[src/dpod_pkg.sv]
// Shared types and constants for the date period overlap block.
package dpod_pkg;

    localparam int DATE_W   = 23;
    localparam int YEAR_W   = 14;
    localparam int SERIAL_W = 22;
    localparam int PROD_W   = 27;
    localparam int MUL_B_W  = 13;

    // floor(x / 100) = (x * RECIP_100) >> RECIP_SHIFT for any 14-bit x
    localparam logic [MUL_B_W-1:0] RECIP_100   = 13'd5243;
    localparam int                 RECIP_SHIFT = 19;
    localparam logic [MUL_B_W-1:0] CENTURY     = 13'd100;
    localparam logic [SERIAL_W-1:0] CENT_LAST  = 22'd99;
    localparam logic [MUL_B_W-1:0] DAYS_YEAR   = 13'd365;
    localparam logic [YEAR_W-1:0]  MAX_YEAR    = 14'd9999;

    typedef enum logic {
        OP_MUL_ADD,
        OP_ADD_SUB
    } arith_op_t;

    // year in the low bits, matching the stream packing
    typedef struct packed {
        logic [4:0]        day;
        logic [3:0]        month;
        logic [YEAR_W-1:0] year;
    } date_t;

    typedef struct packed {
        logic       valid;
        logic [8:0] offset;  // days before the month plus day of month
    } date_info_t;

endpackage

[src/date_period_overlap_days.sv]
// Day overlap of two date periods: sequencer around one shared arithmetic unit.
//
// Input channel (s_): one item carries four dates (first start, first end,
// second start, second end). Result channel (m_): one item per input item
// with the overlap day count, an overlap flag and an invalid-date flag.
// Each date is turned into a serial day number in four steps on the shared
// arithmetic unit: divide year-1 by 100 by reciprocal, century check, year
// product, leap-day correction. The four dates are done one after another,
// then a compare step and a count step follow: m_tvalid rises in the same
// cycle that s_tready returns, so a new item is taken only once the previous
// one is through. s_tready is high only while the sequencer is idle,
// so one item is in work at a time; a new item may be taken while the
// previous result still waits on m_tready. If the receiver stalls, the
// finished count waits in its final step until the output register frees up.
// Reset (aresetn low, synchronous) returns the sequencer to idle and drops
// m_tvalid.
module date_period_overlap_days (
    input  logic        aclk,
    input  logic        aresetn,
    input  logic        s_tvalid,
    output logic        s_tready,
    // first_start_year, first_start_month, first_start_day, first_end_year,
    // first_end_month, first_end_day, second_start_year, second_start_month,
    // second_start_day, second_end_year, second_end_month, second_end_day, pad
    input  logic [95:0] s_tdata,
    output logic        m_tvalid,
    input  logic        m_tready,
    // overlap_days, periods_overlap, invalid_date
    output logic [23:0] m_tdata
);

    typedef enum logic [2:0] {
        ST_IDLE,
        ST_DIV,
        ST_REM,
        ST_MUL,
        ST_ADJ,
        ST_CMP,
        ST_CNT
    } state_t;

    localparam int SW = dpod_pkg::SERIAL_W;

    state_t                state_reg, state_next;
    dpod_pkg::date_t       dates_reg [4];
    dpod_pkg::date_t       dates_next [4];
    logic [1:0]            idx_reg, idx_next;
    logic [7:0]            q_reg, q_next;
    logic                  leap_reg, leap_next;
    logic [SW-1:0]         acc_reg, acc_next;
    logic [SW-1:0]         serial_reg [4];
    logic [SW-1:0]         serial_next [4];
    logic                  bad_reg, bad_next;
    logic [SW-1:0]         lo_reg, lo_next;
    logic [SW-1:0]         hi_reg, hi_next;
    logic                  ok_reg, ok_next;
    logic                  m_tvalid_reg, m_tvalid_next;
    logic [23:0]           m_tdata_reg, m_tdata_next;

    dpod_pkg::date_t       cur;
    logic [dpod_pkg::YEAR_W-1:0] py;
    dpod_pkg::arith_op_t   op;
    logic [dpod_pkg::YEAR_W-1:0] op_a;
    logic [SW-1:0]         op_b, op_c;
    logic [dpod_pkg::PROD_W-1:0] res;
    dpod_pkg::date_info_t  info;
    logic                  cent;

    assign cur = dates_reg[idx_reg];
    assign py  = cur.year - 14'd1;

    dpod_arith u_arith (
        .op  (op),
        .a   (op_a),
        .b   (op_b),
        .c   (op_c),
        .res (res)
    );

    dpod_date_chk u_date_chk (
        .date (cur),
        .leap (leap_reg),
        .info (info)
    );

    // py == 100*q + 99 means the year itself is a century year
    assign cent = (res[dpod_pkg::YEAR_W:0] == {1'b0, py});

    always_comb begin
        op   = dpod_pkg::OP_MUL_ADD;
        op_a = py;
        op_b = '0;
        op_c = '0;
        case (state_reg)
            ST_DIV: begin
                op_b = SW'(dpod_pkg::RECIP_100);
            end
            ST_REM: begin
                op_a = dpod_pkg::YEAR_W'(q_reg);
                op_b = SW'(dpod_pkg::CENTURY);
                op_c = dpod_pkg::CENT_LAST;
            end
            ST_MUL: begin
                op_b = SW'(dpod_pkg::DAYS_YEAR);
                op_c = SW'(py[dpod_pkg::YEAR_W-1:2]) + SW'(info.offset);
            end
            ST_ADJ: begin
                op   = dpod_pkg::OP_ADD_SUB;
                op_a = dpod_pkg::YEAR_W'(q_reg[7:2]);
                op_b = SW'(q_reg);
                op_c = acc_reg;
            end
            ST_CNT: begin
                op   = dpod_pkg::OP_ADD_SUB;
                op_a = dpod_pkg::YEAR_W'(1);
                op_b = lo_reg;
                op_c = hi_reg;
            end
            default: begin
                op = dpod_pkg::OP_MUL_ADD;
            end
        endcase
    end

    always_comb begin
        state_next    = state_reg;
        dates_next    = dates_reg;
        idx_next      = idx_reg;
        q_next        = q_reg;
        leap_next     = leap_reg;
        acc_next      = acc_reg;
        serial_next   = serial_reg;
        bad_next      = bad_reg;
        lo_next       = lo_reg;
        hi_next       = hi_reg;
        ok_next       = ok_reg;
        m_tvalid_next = m_tvalid_reg && !m_tready;
        m_tdata_next  = m_tdata_reg;
        case (state_reg)
            ST_IDLE: begin
                if (s_tvalid) begin
                    for (int i = 0; i < 4; i++) begin
                        dates_next[i] = s_tdata[dpod_pkg::DATE_W*i +: dpod_pkg::DATE_W];
                    end
                    idx_next   = 2'd0;
                    bad_next   = 1'b0;
                    state_next = ST_DIV;
                end
            end
            ST_DIV: begin
                q_next     = res[dpod_pkg::PROD_W-1:dpod_pkg::RECIP_SHIFT];
                state_next = ST_REM;
            end
            ST_REM: begin
                leap_next  = (py[1:0] == 2'd3) && (!cent || (q_reg[1:0] == 2'd3));
                state_next = ST_MUL;
            end
            ST_MUL: begin
                acc_next   = res[SW-1:0];
                bad_next   = bad_reg || !info.valid;
                state_next = ST_ADJ;
            end
            ST_ADJ: begin
                serial_next[idx_reg] = res[SW-1:0];
                idx_next             = idx_reg + 2'd1;
                state_next           = (idx_reg == 2'd3) ? ST_CMP : ST_DIV;
            end
            ST_CMP: begin
                lo_next = (serial_reg[0] > serial_reg[2]) ? serial_reg[0] : serial_reg[2];
                hi_next = (serial_reg[1] < serial_reg[3]) ? serial_reg[1] : serial_reg[3];
                ok_next = !bad_reg && (serial_reg[0] <= serial_reg[1])
                        && (serial_reg[2] <= serial_reg[3]) && (lo_next <= hi_next);
                state_next = ST_CNT;
            end
            ST_CNT: begin
                if (!m_tvalid_reg || m_tready) begin
                    m_tvalid_next = 1'b1;
                    m_tdata_next  = {bad_reg, ok_reg, ok_reg ? res[SW-1:0] : {SW{1'b0}}};
                    state_next    = ST_IDLE;
                end
            end
            default: begin
                state_next = ST_IDLE;
            end
        endcase
    end

    always_ff @(posedge aclk) begin
        if (!aresetn) begin
            state_reg    <= ST_IDLE;
            idx_reg      <= 2'd0;
            m_tvalid_reg <= 1'b0;
        end else begin
            state_reg    <= state_next;
            idx_reg      <= idx_next;
            m_tvalid_reg <= m_tvalid_next;
        end
        dates_reg   <= dates_next;
        q_reg       <= q_next;
        leap_reg    <= leap_next;
        acc_reg     <= acc_next;
        serial_reg  <= serial_next;
        bad_reg     <= bad_next;
        lo_reg      <= lo_next;
        hi_reg      <= hi_next;
        ok_reg      <= ok_next;
        m_tdata_reg <= m_tdata_next;
    end

    assign s_tready = (state_reg == ST_IDLE);
    assign m_tvalid = m_tvalid_reg;
    assign m_tdata  = m_tdata_reg;

`ifndef ASSERT_OFF
    a_busy_after_accept: assert property (@(posedge aclk) disable iff (!aresetn)
        s_tvalid && s_tready |=> !s_tready)
        else $error("input accepted while sequencer busy");

    a_invalid_zero: assert property (@(posedge aclk) disable iff (!aresetn)
        m_tvalid && m_tdata[23] |-> (m_tdata[22:0] == 23'd0))
        else $error("invalid date with nonzero count");

    a_flag_matches_count: assert property (@(posedge aclk) disable iff (!aresetn)
        m_tvalid |-> (m_tdata[22] == (m_tdata[21:0] != 22'd0)))
        else $error("overlap flag disagrees with count");

    a_result_from_cnt: assert property (@(posedge aclk) disable iff (!aresetn)
        $rose(m_tvalid) |-> $past(state_reg == ST_CNT))
        else $error("result raised outside count step");
`endif

endmodule

[src/dpod_arith.sv]
// Shared multiply-add / add-subtract unit used by the sequencer.
module dpod_arith (
    input  dpod_pkg::arith_op_t              op,
    input  logic [dpod_pkg::YEAR_W-1:0]      a,
    input  logic [dpod_pkg::SERIAL_W-1:0]    b,
    input  logic [dpod_pkg::SERIAL_W-1:0]    c,
    output logic [dpod_pkg::PROD_W-1:0]      res
);

    logic [dpod_pkg::PROD_W-1:0]   prod;
    logic [dpod_pkg::SERIAL_W-1:0] sum;

    assign prod = a * b[dpod_pkg::MUL_B_W-1:0];
    assign sum  = c + dpod_pkg::SERIAL_W'(a) - b;

    always_comb begin
        case (op)
            dpod_pkg::OP_MUL_ADD: res = prod + dpod_pkg::PROD_W'(c);
            dpod_pkg::OP_ADD_SUB: res = dpod_pkg::PROD_W'(sum);
            default:              res = '0;
        endcase
    end

endmodule

[src/dpod_date_chk.sv]
// Date validity check and day-of-year offset for one calendar date.
module dpod_date_chk (
    input  dpod_pkg::date_t      date,
    input  logic                 leap,
    output dpod_pkg::date_info_t info
);

    logic [4:0] dim;
    logic [8:0] days_before;

    always_comb begin
        case (date.month)
            4'd1:    begin dim = 5'd31;                 days_before = 9'd0;   end
            4'd2:    begin dim = leap ? 5'd29 : 5'd28;  days_before = 9'd31;  end
            4'd3:    begin dim = 5'd31;                 days_before = 9'd59;  end
            4'd4:    begin dim = 5'd30;                 days_before = 9'd90;  end
            4'd5:    begin dim = 5'd31;                 days_before = 9'd120; end
            4'd6:    begin dim = 5'd30;                 days_before = 9'd151; end
            4'd7:    begin dim = 5'd31;                 days_before = 9'd181; end
            4'd8:    begin dim = 5'd31;                 days_before = 9'd212; end
            4'd9:    begin dim = 5'd30;                 days_before = 9'd243; end
            4'd10:   begin dim = 5'd31;                 days_before = 9'd273; end
            4'd11:   begin dim = 5'd30;                 days_before = 9'd304; end
            4'd12:   begin dim = 5'd31;                 days_before = 9'd334; end
            default: begin dim = 5'd0;                  days_before = 9'd0;   end
        endcase
    end

    // leap day only shifts months after February
    assign info.offset = days_before + 9'(date.day)
                       + ((leap && date.month > 4'd2) ? 9'd1 : 9'd0);
    assign info.valid  = (date.year != '0) && (date.year <= dpod_pkg::MAX_YEAR)
                       && (dim != 5'd0) && (date.day != 5'd0) && (date.day <= dim);

endmodule
[config.mk]
export PLATFORM = sky130hd
export DESIGN_NAME = date_period_overlap_days
export DESIGN_NICKNAME = d
export VERILOG_FILES = /design/src/dpod_pkg.sv /design/src/date_period_overlap_days.sv /design/src/dpod_arith.sv /design/src/dpod_date_chk.sv
export SDC_FILE = /design/constraint.sdc
export NUM_CORES = 1
export LEC_CHECK = 0
export BUFFER_PORTS_ARGS = -buffer_cell sky130_fd_sc_hd__buf_2
export CAP_MARGIN = 20
export CORE_MARGIN = 3
export CORE_UTILIZATION = 35
export DETAILED_ROUTE_END_ITERATION = 7
export PLACE_DENSITY_LB_ADDON = 0.25
export SLEW_MARGIN = 25
export SYNTH_ARGS = -nofsm -noshare
export SYNTH_HDL_FRONTEND = slang
export SYNTH_SLANG_ARGS = --single-unit
[constraint.sdc]
create_clock -name aclk -period 9.9 [get_ports aclk]
set_input_delay 1.98 -clock aclk [delete_from_list [all_inputs] [get_ports aclk]]
set_output_delay 1.98 -clock aclk [all_outputs]
set_load 0.02 [all_outputs]
==> flow_metrics.tcl, run 1 <==
set metrics [dict create \
    status "finished clean" \
    nets 2800 \
    synthFlopType "edfxtp_1" \
    htree_levels 1 \
    n_antenna_cell 0 \
    p_switching_uw 3220 \
    layout_setup_ws_ns 0.542 \
    core_area_sq_mm 0.0648 \
    cts_tree "yes" \
    port_buffers 121 \
    worst_ep_arrival_time_ns 9.76 \
    wirelength_mm 62.9 \
    worstMarginPinSlew_ns 1.10 \
    crit_fanout 12 \
    leakage_uw 0.0117 \
    critPathSlowestCell "a21oi_1" \
    largest_reg_flops 92 \
    gp_congestion 0.916 \
    setup_tns_ns 0 \
    final-seq-area_sq_mm 0.00856 \
    die_w_um 263 \
    fillCellCount 6177 \
    swShare_pct 43.7 \
    grt_start_max_net_pins 93 \
    synth_compound_area_share_pct 10.1 \
    pre_cts_slack_ns 0.473 \
    final_common_cell "inv_1" \
    internal_power_uw 4150 \
    synth_top_area_share_pct 36.6 \
    grt_usage_pct 18.1 \
    drive_above_1_share_pct 13.2 \
    dp_hpwl_mm 50.7 \
    ys_seq_area_share_pct 37.1 \
    final_util_pct 40.5 \
    hold_class "flop to flop" \
    most-common-layout-cells "inv_1, edfxtp_1, ha_1, fa_1, nand2_1" \
    drv_slew 0 \
    postRouteAntennaNets 0 \
    firstDrtPassIters 5 \
    synth.area.mux_share_pct 5.98 \
    worstSetupPathType "flop to flop" \
    fin_crit_ns 9.36 \
    synthSimpleGateAreaFrac_pct 9.10 \
    synth_largest_area_cell "edfxtp_1" \
    drt_iter0_drc 1112 \
    cts_buffers 31 \
    antenna_found_initial 2 \
    ioPinCount 126 \
    wire_per_inst_um 19.9 \
    synth_xor_area_share_pct 2.77 \
    grt_overflow 0 \
    power_frac_seq_pct 26.3 \
    endpoint_kind "flop" \
    pwr-share-clk_pct 16.4 \
    slowest_delay_ns 0.74 \
    irDropWorstVdd_mv 0.222 \
    rsz0062_at_grt "false" \
    die_area_sq_mm 0.0690 \
    vias 16200 \
    clk_path_buf_depth 3 \
    syn-cell-area_sq_mm 0.0231 \
    multiInputGateArea_sq_mm 0.0132 \
    yosys-top-cells-area "edfxtp_1, fa_1, ha_1" \
    finalHoldViolations 0 \
    max_cap_viol_count 0 \
    p_per_area_mw_per_mm2 281 \
    num_rows 93 \
    synth_edf_count 281 \
    grt_pass1_vias 16700 \
    clock_latency_ns 0.58 \
    clock_skew_ns 0.0244 \
    period_share_pct 94.5 \
    synth_async_sr_flop_share_pct 0 \
    cp.required_ns 10.30 \
    via_per_inst 5.14 \
    finalSetupViolCount 0 \
    cp_num_buf_inv 7 \
    synth_top_family_by_area "adder cells" \
    ys_types 69 \
    synthAdderAreaFrac_pct 28.4 \
    relSlewSlack_pct 26.8 \
    cts-hold-fix-buffers 0 \
    cts_sinks 287 \
    cp-start-kind "flop" \
    clkSlewWorstSetupHoldPaths_ns 0.06 \
    path_delay_family "adder cells" \
    cts-root-buf "clkbuf_16" \
    syn_avg_cell_area_sq_um 11.1 \
    crit_top_cell "fa_1" \
    yosys_warnings 0 \
    synthToLayoutAreaGrowth_pct 13.7 \
    synth.ff_latch_count 287 \
    p_comb_share_pct 57.3 \
    synth_cells 2085 \
    grt_pass1_wl_mm 97.6 \
    die_height_um 263 \
    max_freq_mhz 107 \
    drcViolationCount 0 \
    initial_utilization_pct 35.6 \
]
==> worst min-delay path: cells and delay by family, from the launching register on <==
kind | cells | cell delay (ns)
simple gates | 1 | 0.11
compound gates | 1 | 0.06
flops | 1 | 0.43
==> per-layer routing <==
layer | wire length [um] | vias up | track usage (%)
li1 | - | 7616 | -
met1 | 27900 | 8045 | 25.1
met2 | 29800 | 451 | 30.0
met3 | 3130 | 103 | 1.70
met4 | 2080 | 0 | 5.53
met5 | 0 | - | 0
==> power by group through the flow <==
stage                     combinational, uW  clock [uW]  sequential (uW)
final                                  4230        1210             1940
after detailed placement               4150           0             1960
after global placement                 4090           0             1960
after global routing                   4730        1290             1940
after floorplan                        2740           0             1930
after CTS                              4190        1240             1940
==> logic make-up after synthesis <==
group                    after synthesis
adder cells (fa/ha/maj)              424
AO/OA/AOI/OAI                        359
flip-flops                           287
XOR/XNOR                              72
multiplexers                         105
other                                  2
AND/OR/NAND/NOR                      443
buffers and inverters                393
==> cells in the mapped netlist (23+ instances only) <==
library cell	n
xor2_1	26
fa_1	167
a21o_1	60
o21a_1	25
xnor2_1	45
a21oi_1	94
ha_1	257
o21ai_0	63
mux4_2	24
inv_1	335
edfxtp_1	281
nand4_1	24
nor2_1	99
nand3_1	25
nand2_1	165
mux2i_1	58
clkbuf_1	41
mux2_2	23
==> timing repair <==
item / 4_1_cts / 5_1_grt
gates resized for setup: 0 / 3
endpoints found under the setup margin: 0 / 34
setup buffers: 0 / 0
==> final timing paths <==
path / start / end / slack, ns / depth (start not counted)
max reg2reg: idx_reg[0] / m_tdata[14] / 0.54 / 27
max: idx_reg[0] / m_tdata[14] / 0.54 / 27
min reg2reg: idx_reg[0] / idx_reg[0] / 0.65 / 2
min: idx_reg[0] / idx_reg[0] / 0.65 / 2
==> cell type report <==
cell class                 count  share of cell area [%]
timing repair buffer         185                    4.16
clock buffer                  41                    3.25
sequential                   287                    32.6
inverter                     337                    4.83
tap                          855                    4.08
multi-input combinational   1434                    50.2
clock inverter                17                   0.806
==> stage by stage <==
stage	total power [uW]	instance area, sq um	hold slack [ns]	instances
finish	7370	26200	0.646	3156
global route	7950	26200	0.696	3156
CTS	7360	26200	0.667	3156
detailed placement	6110	25100	0.643	3098
global placement	6050	25100	0.633	3098
floorplan	4670	23200	0.446	2114
(Power assumes the default switching activity.)
==> run 2: changes to the inputs <==
--- a/config.mk
+++ b/config.mk
@@ -7,6 +7,7 @@
 export LEC_CHECK = 0
 export BUFFER_PORTS_ARGS = -buffer_cell sky130_fd_sc_hd__buf_2
 export CAP_MARGIN = 20
+export CORE_ASPECT_RATIO = 0.9
 export CORE_MARGIN = 3
 export CORE_UTILIZATION = 35
 export DETAILED_ROUTE_END_ITERATION = 7
==> run 2 against run 1 <==
Effect of this change: global-route usage grew 0.23 points; die area about the same; sequential cell count unchanged; critical path type unchanged; critical path depth up 2; maximum frequency up 1.8%; routed wire length down 0.56%.
==> flow_metrics.tcl, run 2 (synthesis gave the netlist of run 1 again) <==
set metrics [dict create \
    worstSetupPathType "flop to flop" \
    max_cap_viol_count 0 \
    finalSetupViolCount 0 \
    firstDrtPassIters 5 \
    drv_slew 0 \
    relSlewSlack_pct 32.7 \
    htree_levels 2 \
    cts_buffers 35 \
    critPathSlowestCell "mux4_2" \
    met1Wirelength_mm 29.9 \
    leakage_uw 0.0118 \
    max_freq_mhz 109 \
    initial_utilization_pct 35.7 \
    met3_wirelength_mm 2.77 \
    clock_latency_ns 0.55 \
    top_layer "met4" \
    cts-hold-fix-buffers 0 \
    vias 16100 \
    irDropWorstVdd_mv 0.209 \
    final_util_pct 40.6 \
    core_area_sq_mm 0.0646 \
    most-common-layout-cells "inv_1, edfxtp_1, ha_1, fa_1, nand2_1" \
    drive_above_1_share_pct 13.3 \
    rsz0062_at_grt "false" \
    die_height_um 250 \
    crit_top_cell "fa_1" \
    cts_sinks 287 \
    nets 2809 \
    antenna_found_initial 0 \
    p_per_area_mw_per_mm2 283 \
    num_rows 88 \
    die_area_sq_mm 0.0690 \
    final_common_cell "inv_1" \
    postRouteAntennaNets 0 \
    cp.required_ns 10.30 \
    n_antenna_cell 0 \
    clk_path_buf_depth 3 \
    grt_pass1_wl_mm 98.4 \
    hold_class "flop to flop" \
    largest_reg_flops 92 \
    fin_crit_ns 9.20 \
    grt_pass1_vias 16700 \
    status "finished clean" \
    cp-start-kind "flop" \
    met2_length_mm 27.8 \
    worst_ep_arrival_time_ns 9.60 \
    cts-root-buf "clkbuf_16" \
    wirelength_mm 62.5 \
    worstMarginPinSlew_ns 0.982 \
    cts_tree "yes" \
    endpoint_kind "flop" \
    ioPinCount 126 \
    slowest_delay_ns 0.58 \
    port_buffers 121 \
    dp_hpwl_mm 50.6 \
    setup_tns_ns 0 \
    grt_start_max_net_pins 93 \
    clkSlewWorstSetupHoldPaths_ns 0.06 \
    grt_usage_pct 18.3 \
    grt_overflow 0 \
    via_per_inst 5.09 \
    drt_iter0_drc 1023 \
    drcViolationCount 0 \
    period_share_pct 92.9 \
    synthToLayoutAreaGrowth_pct 13.8 \
    clock_skew_ns 0.0257 \
    crit_fanout 10 \
    wire_per_inst_um 19.8 \
    gp_congestion 0.894 \
    die_w_um 277 \
    finalHoldViolations 0 \
]
run 2: cell count changes in the layout (fill, tap and decap cells not counted), sizes merged:
cell,change
buf,+4
bufinv,-2
clkinv,+4
clkinvlp,+1
inv,-1
run 2: timing repair:
item                                    CTS  global route
buffers inserted                          0             0
resized for setup                         0             2
endpoints found under the setup margin    0            20
run 2: metrics by stage:
stage / instance area (sq um) / hold WS [ns] / total power, uW / worst slack, ns / cells
final: 26300 / 0.593 / 7430 / 0.705 / 3162
after global placement: 25200 / 0.593 / 6100 / 0.475 / 3102
after detailed placement: 25200 / 0.595 / 6150 / 0.467 / 3102
after CTS: 26200 / 0.608 / 7440 / 0.421 / 3161
after floorplan: 23200 / 0.446 / 4670 / 1.33 / 2114
after global routing: 26300 / 0.653 / 8070 / 0.101 / 3162
run 2: cell type report:
type	instances	area, sq um
clock buffer	40	895
tap	855	1070
multi-input combinational	1434	13200
fill	6137	38400
inverter	337	1270
clock inverter	19	174
timing repair buffer	190	1130
sequential	287	8560
run 2: where the power goes:
part	switching, uW	total [uW]	internal (uW)
sequential	48.6	1940	1890
clock	518	1220	706
combinational	2670	4270	1600
run 2: worst paths after layout:
path,start,cells after the start,to,slack (ns)
max,idx_reg[0],29,m_tdata[16],0.70
min,idx_reg[0],2,idx_reg[0],0.59
max reg2reg,idx_reg[0],29,m_tdata[16],0.70
min reg2reg,idx_reg[0],2,idx_reg[0],0.59
run 2: worst max-delay path, delay by kind of cell, from the launching register on:
kind,cells,cell delay [ns]
multiplexers,1,0.58
buffers and inverters,8,1.00
XOR/XNOR,2,0.32
adder cells (fa/ha/maj),8,3.72
flip-flops,1,0.48
AO/OA/AOI/OAI,5,1.73
AND/OR/NAND/NOR,5,1.21
run 2: layer usage:
metal	track usage, %	up-vias
li1	-	7635
met1	26.8	7947
met2	28.3	400
met3	2.04	102
met4	6.00	0
met5	0	-
